`src/rtl/rpn_pkg.sv`:
```
// ----------------------------------------------------------------------------
// rpn_pkg
// Shared types, token codes and status codes of the postfix evaluator.
// ----------------------------------------------------------------------------
package rpn_pkg;

    typedef enum logic [4:0] {
        OP_LIT    = 5'd0,  OP_GETVAR = 5'd1,  OP_SETVAR = 5'd2,  OP_FINISH = 5'd3,
        OP_EQ     = 5'd4,  OP_NE     = 5'd5,  OP_LT     = 5'd6,  OP_GT     = 5'd7,
        OP_LE     = 5'd8,  OP_GE     = 5'd9,  OP_LAND   = 5'd10, OP_LOR    = 5'd11,
        OP_LXOR   = 5'd12, OP_BAND   = 5'd13, OP_BOR    = 5'd14, OP_BXOR   = 5'd15,
        OP_MUL    = 5'd16, OP_DIV    = 5'd17, OP_MOD    = 5'd18, OP_ADD    = 5'd19,
        OP_SUB    = 5'd20, OP_SHL    = 5'd21, OP_SHR    = 5'd22, OP_NEG    = 5'd23,
        OP_PLUS   = 5'd24, OP_LNOT   = 5'd25, OP_CPL    = 5'd26, OP_SEL    = 5'd27,
        OP_U28    = 5'd28, OP_U29    = 5'd29, OP_U30    = 5'd30, OP_U31    = 5'd31
    } t_op;

    localparam logic [3:0] ST_OK       = 4'd0;
    localparam logic [3:0] ST_OVERFLOW = 4'd1;
    localparam logic [3:0] ST_UNDERFLW = 4'd2;
    localparam logic [3:0] ST_DIVZERO  = 4'd3;
    localparam logic [3:0] ST_NOREAD   = 4'd4;
    localparam logic [3:0] ST_BADVALUE = 4'd5;
    localparam logic [3:0] ST_NOWRITE  = 4'd6;
    localparam logic [3:0] ST_DEPTH    = 4'd7;
    localparam logic [3:0] ST_UNKNOWN  = 4'd8;

    localparam logic KIND_WRITE  = 1'b0;
    localparam logic KIND_RESULT = 1'b1;

    localparam logic [0:0] REG_RD_EN = 1'b0;
    localparam logic [0:0] REG_WR_EN = 1'b1;

    typedef enum logic [3:0] {
        S_IDLE, S_RD1, S_RD2, S_RD3, S_WAIT, S_EXEC, S_MUL, S_DIV, S_FIN, S_OUT
    } t_state;

    // controller -> datapath
    typedef struct packed {
        logic       load;     // capture token
        logic       rd_top;   // issue read of entry sp-1
        logic       rd_next;  // issue read of sp-2
        logic       rd_third; // issue read of sp-3
        logic       rd_zero;  // issue read of entry 0
        logic       cap_b;    // capture read data into b
        logic       cap_a;    // capture read data into a
        logic       cap_c;    // capture read data into c
        logic       mul_go;
        logic       div_go;
        logic       exec;     // retire token: update stack, error, output
        logic       fin;      // retire finish
    } t_cmd;

    // datapath -> controller
    typedef struct packed {
        t_op        op;
        logic       mul_busy;
        logic       div_busy;
        logic       out_full;
    } t_sts;

endpackage

```
`src/rtl/rpn_ctrl.sv`:
```
// ----------------------------------------------------------------------------
// rpn_ctrl
// Token sequencer: reads operands, starts long units, retires each item.
// ----------------------------------------------------------------------------
module rpn_ctrl (
    input  logic             i_clk,
    input  logic             i_rst_n,
    input  logic             i_in_valid,
    output logic             o_in_stall,
    input  rpn_pkg::t_sts    i_sts,
    output rpn_pkg::t_cmd    o_cmd
);
    rpn_pkg::t_state r_state, n_state;

    always_ff @(posedge i_clk) begin
        if (!i_rst_n) r_state <= rpn_pkg::S_IDLE;
        else          r_state <= n_state;
    end

    always_comb begin
        n_state = r_state;
        case (r_state)
            rpn_pkg::S_IDLE: if (i_in_valid) n_state = rpn_pkg::S_RD1;
            rpn_pkg::S_RD1: begin
                if (i_sts.op == rpn_pkg::OP_FINISH) n_state = rpn_pkg::S_FIN;
                else                               n_state = rpn_pkg::S_RD2;
            end
            rpn_pkg::S_RD2: n_state = rpn_pkg::S_RD3;
            rpn_pkg::S_RD3: n_state = rpn_pkg::S_WAIT;
            rpn_pkg::S_WAIT: begin
                if (i_sts.op == rpn_pkg::OP_MUL) n_state = rpn_pkg::S_MUL;
                else if (i_sts.op == rpn_pkg::OP_DIV || i_sts.op == rpn_pkg::OP_MOD)
                    n_state = rpn_pkg::S_DIV;
                else n_state = rpn_pkg::S_EXEC;
            end
            rpn_pkg::S_MUL: if (!i_sts.mul_busy) n_state = rpn_pkg::S_EXEC;
            rpn_pkg::S_DIV: if (!i_sts.div_busy) n_state = rpn_pkg::S_EXEC;
            rpn_pkg::S_EXEC: n_state = rpn_pkg::S_OUT;
            rpn_pkg::S_FIN:  n_state = rpn_pkg::S_OUT;
            rpn_pkg::S_OUT:  if (!i_sts.out_full) n_state = rpn_pkg::S_IDLE;
            default:         n_state = rpn_pkg::S_IDLE;
        endcase
    end

    always_comb begin
        o_cmd      = '0;
        o_in_stall = (r_state != rpn_pkg::S_IDLE);
        case (r_state)
            rpn_pkg::S_IDLE: o_cmd.load = i_in_valid;
            rpn_pkg::S_RD1: begin
                o_cmd.rd_top  = (i_sts.op != rpn_pkg::OP_FINISH);
                o_cmd.rd_zero = (i_sts.op == rpn_pkg::OP_FINISH);
            end
            rpn_pkg::S_RD2: begin
                o_cmd.rd_next = 1'b1;
                o_cmd.cap_b   = 1'b1;
            end
            rpn_pkg::S_RD3: begin
                o_cmd.rd_third = 1'b1;
                o_cmd.cap_a    = 1'b1;
            end
            rpn_pkg::S_WAIT: begin
                o_cmd.cap_c  = 1'b1;
                o_cmd.mul_go = (i_sts.op == rpn_pkg::OP_MUL);
                o_cmd.div_go = (i_sts.op == rpn_pkg::OP_DIV || i_sts.op == rpn_pkg::OP_MOD);
            end
            rpn_pkg::S_EXEC: o_cmd.exec = 1'b1;
            rpn_pkg::S_FIN: begin
                o_cmd.cap_b = 1'b1;
                o_cmd.fin   = 1'b1;
            end
            default: ;
        endcase
    end
endmodule

```
`config.mk`:
```
export PLATFORM = sky130hd
export DESIGN_NAME = rpn_ctrl
export DESIGN_NICKNAME = d
export VERILOG_FILES = /design/src/rtl/rpn_pkg.sv /design/src/rtl/rpn_ctrl.sv
export SDC_FILE = /design/constraint.sdc
export NUM_CORES = 1
export LEC_CHECK = 0
export BUFFER_PORTS_ARGS = -buffer_cell sky130_fd_sc_hd__buf_2
export CAP_MARGIN = 20
export CORE_AREA = 4 4 41 43
export CTS_CLUSTER_SIZE = 40
export DETAILED_ROUTE_END_ITERATION = 6
export DIE_AREA = 0 0 45 47
export PLACE_DENSITY_LB_ADDON = 0.05
export SLEW_MARGIN = 40
export SYNTH_ARGS = -nofsm -noshare
export SYNTH_HDL_FRONTEND = slang
export SYNTH_SLANG_ARGS = --single-unit
export TNS_END_PERCENT = 10
```
`constraint.sdc`:
```
create_clock -name i_clk -period 1.55 [get_ports i_clk]
set_clock_uncertainty 0.1 [all_clocks]
set_input_delay 0.31 -clock i_clk [delete_from_list [all_inputs] [get_ports i_clk]]
set_output_delay 0.31 -clock i_clk [all_outputs]
set_load 0.03 [all_outputs]
```
# Word-level counts from Yosys, hierarchy flattened
# Cells that the tools add are included.
[op_classes]
eq_ne = 18
mux = 17
n_reduce_logical = 6
[ops]
columns = ["op", "count"]
rows = [
  ["$pmux W4 S9", 1],
  ["$mux W4", 5],
  ["$eq A4 B3 Y1 const B", 4],
  ["$eq A5 B5 Y1 const B", 3],
  ["$eq A4 B2 Y1 const B", 2],
  ["$eq A4 B4 Y1 const B", 2],
  ["$mux W1", 8],
  ["$ne A2 B2 Y1 const B", 4],
  ["$eq A5 B2 Y1 const B", 1],
  ["$ne A5 B2 Y1 const B", 1],
  ["$eq A4 B1 Y1 const B", 1],
  ["$logic_not A4 Y1", 1],
  ["$mux W2", 2],
  ["$reduce_and A4 Y1", 1],
  ["$reduce_bool A4 Y1", 1],
  ["$reduce_or A2 Y1", 2],
  ["$mux W3", 1],
  ["$logic_or A1 B1 Y1", 1],
]
[word_totals]
register_bits = 4
input_bits = 11
output_inout_bits = 13

# Depth between registers and ports, before layout
[depth]
ltp_word = 5
depth_mapped = 5
mapped_depth_nobuf = 4

# Least setup slack after synthesis
# Ideal clock, no wire load.
[synth_timing]
path_type = "register to output"
start = "reg r_state[2]"
end = "out o_cmd[7] (netlist bit)"
arrival_time_ps = 1708
path_slack_ps = -568
stages_incl_launch_ff = 4
path_buffers = 1
cell_sequence = "dfxtp_1 > buf_2 > nand2b_2 > nor4b_1"
[synth_lines]
columns = ["item", "line_no", "source"]
rows = [
  ["from (decl)", "rpn_ctrl.sv:13", "rpn_pkg::t_state r_state, n_state;"],
  ["from (signal assigned)", "rpn_ctrl.sv:16", "if (!i_rst_n) r_state <= rpn_pkg::S_IDLE;"],
  ["from (signal assigned)", "rpn_ctrl.sv:17", "else r_state <= n_state;"],
  ["to (decl)", "rpn_ctrl.sv:11", "output rpn_pkg::t_cmd o_cmd"],
]

==> results.md <==
Logic synthesis
- **syn nets** 61
- **number of flops mapped to enable cells by yosys** 0
- **flops & latches, synth** 4
- **Yosys warning total** 0
- **cell count after synthesis** 50
- **Synth async-reset ratio** 0
- **library cells used by synthesis** 32
- **proportion of synthesized chip area in sequential cells** 0.192
- **mapped cell area** 417 um2
- **average cell area after synthesis** 8.33 um2
- **most instantiated flip-flop cell in the synthesis netlist** dfxtp_1

Pwr
- **fraction of power consumed by sequential logic** 0.184
- **Power Density** 1230 nW/um2
- **share of total power in the clock network** 0.140
- **cell internal power dissipation** 0.500 mW
- **Sw Share** 0.458
- **Lkg Pwr** 0.325 nW
- **share of total power in combinational logic** 0.676
- **overall power** 0.923 mW
- **highest ir drop seen on vdd** 0.000937 V
- **net switching power** 0.423 mW

Cells and area
- **leading registers by flop count** r_state: 4 flops
- **Finished Core Util** 0.575
- **max FFs per register** 4
- **Syn-to-layout area delta** 79.6%
- **non-filler cells in the finished layout** 98
- **net count reported at finish** 96
- **final std cell area, no fill** 748 um2
- **layout cell share with drive strength beyond 1** 0.675
- **diode count** 0
- **largest register by flop count** r_state

Status
- **status** finished, violations left
- **violated checks** setup timing

Drt
- **vias per cell** 5.14
- **via total after detailed routing** 504
- **initial DRC count** 3
- **drt wl/cell** 12.1 um
- **drt drc** 0
- **first drt pass iteration count** 4
- **Total Routed Length** 1190 um
- **DRT antenna net count** 0

STA
- **transition time at the pin with the least slew margin** 0.244 ns
- **post-route worst setup slack** -0.153 ns
- **crit path time final** 1.70 ns
- **post-route setup TNS** -0.833 ns
- **final number of hold-violating endpoints** 0
- **worst relative slew slack** 0.836
- **Fmax achieved** 0.587 GHz
- **unrepaired setup endpoints after global routing** true
- **Final setup viols** 8
- **ratio of final minimum period to clock period** 1.10
- **number of max-slew violations in the final report** 0

Die
- **vertical die dimension** 47 um
- **initial core utilization** 0.320
- **count of boundary I/O pins** 24
- **full die area** 2120 um2
- **floorplan core area** 1300 um2
- **site row count** 13
- **die outline width** 45 um

Clocking
- **number of hold buffers added after cts** 0
- **number of buffers created by CTS** 3
- **Root Buffer** clkbuf_4
- **clock-pin slew of the registers on the worst-case setup and hold paths** 0.04 ns
- **maximum root-to-sink buffer count** 2
- **Clock Latency Late Sink** 0.24 ns
- **maximum level of the CTS H-tree** 1
- **clock tree from TritonCTS** yes
- **sink count of the clock tree** 4
- **buffers inserted during post-CTS setup optimization** 0

Worst setup path
- **endpoint required time on the critical path** 1.14 ns
- **kind of end point of the critical path** primary output
- **flop-to-flop setup slack** 0.15 ns
- **worst flop-to-flop path startpoint** r_state[0]
- **Critical R2R Capture** r_state[1]
- **worst reg2reg path depth** 4
- **peak fanout along the critical path** 5
- **kind of critical path** reg -> out
- **Critical Path Source Type** flop
- **data arrival time of the worst path** 1.29 ns

Place
- **placer congestion estimate** 0.784
- **half-perimeter wire length after placement** 1000 um
- **number of buffer cells added on primary ports** 23
- **placement-stage cell area** 649 um2
- **total placed cells including tap cells** 95

Global routing
- **wire length of the first global-routing pass** 1990 um
- **pin count of the biggest net entering global routing** 9
- **initial antenna violation count** 0
- **GRT Resource Usage Total** 0.129
- **GRT overflow** 0
- **number of global-route vias before repair** 480

Hold path
- **worst min-delay path class** in -> reg
- **launch instance of the worst min-delay path** i_rst_n
- **endpoint of the worst hold-timing path** r_state[1]
- **Hold Path Depth** 2

Run
- **max-cap check violation count** 0

-- cell usage after synthesis, types with 2 or more instances --
| cell | instances | area share |
|---|---|---|
| a21oi_1 | 3 | 0.036 |
| and3_1 | 2 | 0.030 |
| buf_2 | 2 | 0.024 |
| buf_6 | 2 | 0.054 |
| dfxtp_1 | 4 | 0.19 |
| mux2i_1 | 2 | 0.048 |
| nand2_1 | 3 | 0.027 |
| nand4_1 | 3 | 0.045 |
| nor2_1 | 4 | 0.036 |
| nor3_1 | 2 | 0.024 |
| o2111ai_1 | 2 | 0.042 |
-- per-stage QoR --
step	hold WS (ns)	setup WS [ns]
floorplan	0.344	-0.121
global placement	0.466	-0.0532
detailed placement	0.457	-0.0674
CTS	0.255	-0.163
global route	0.271	-0.289
finish	0.259	-0.153
-- critical path, cell delays in order, from the launching register on --
cell	delay (ns)
dfxtp_2	0.34
and2b_4	0.26
nand4_1	0.14
nor3_2	0.14
buf_4	0.18
-- power groups by stage --
| stage | logic, mW | registers (mW) | clock network (mW) |
|---|---|---|---|
| after floorplan | 0.420 | 0.142 | 0 |
| after global placement | 0.557 | 0.161 | 0 |
| after detailed placement | 0.560 | 0.161 | 0 |
| after CTS | 0.619 | 0.165 | 0.133 |
| after global routing | 0.677 | 0.173 | 0.141 |
| final | 0.624 | 0.170 | 0.129 |
-- placed cells by master, fill, tap and decap left out --
cell / netlist / final
nand2b_2: 1 / 1
nand2_1: 3 / 3
clkbuf_4: 0 / 3
and2_1: 1 / 1
buf_4: 1 / 16
nor2_1: 4 / 2
dfxtp_1: 4 / 1
nor3b_2: 1 / 1
and3_1: 2 / 2
nand4_1: 3 / 3
mux2i_1: 2 / 2
buf_6: 2 / 8
o41a_1: 1 / 1
nor2_4: 1 / 2
nor4_4: 0 / 1
dfxtp_2: 0 / 1
nor3_2: 1 / 1
and2b_4: 1 / 1
nor2_2: 1 / 2
o2111ai_1: 2 / 2
nor3b_1: 1 / 1
nand3_1: 1 / 1
nor3_1: 2 / 1
or2_4: 0 / 1
nand2b_1: 1 / 1
nor4b_4: 0 / 2
xnor2_1: 1 / 1
buf_2: 2 / 11
inv_2: 1 / 1
dfxtp_4: 0 / 2
o21ai_0: 1 / 1
and4b_4: 1 / 1
o31ai_1: 1 / 1
a21oi_1: 3 / 3
nor3_4: 0 / 1
-- worst max path at each step --
| stage | from | endpoint | slack, ns |
|---|---|---|---|
| 2_1_floorplan | r_state[0] | o_cmd[6] | -0.12 |
| 3_3_place_gp | i_sts[6] | o_cmd[7] | -0.05 |
| 3_5_place_dp | i_sts[6] | o_cmd[7] | -0.07 |
| 4_1_cts | r_state[0] | o_cmd[3] | -0.16 |
| 5_1_grt | r_state[0] | o_cmd[2] | -0.29 |
| 6_report | r_state[0] | o_cmd[3] | -0.15 |
-- metal layers --
metal,wire length [um],vias to the layer above,GRT usage
li1,-,254,-
met1,509,226,0.157
met2,569,24,0.220
met3,106,0,0.0498
met4,0,0,0.0175
met5,0,-,0
-- layout make-up --
class | instances | area [um2]
clock buffers | 3 | 22.5
fillers | 116 | 553
inverters | 1 | 3.75
multi-input cells | 40 | 349
flip-flops and latches | 4 | 88.8
well taps | 15 | 18.8
repair buffers | 35 | 265
-- kinds of logic (layout without fill, tap and decap cells) --
group	after synthesis	after routing	synth area share
simple gates	29	29	0.499
compound gates	8	8	0.135
buf+inv	6	39	0.105
flops	4	4	0.192
mux	2	2	0.0480
xor+xnor	1	1	0.0210
-- timing repair --
action	CTS	global route
resized for setup	20	7
pin swaps	4	1
setup endpoints to repair	13	13
(Power assumes the default switching activity.)
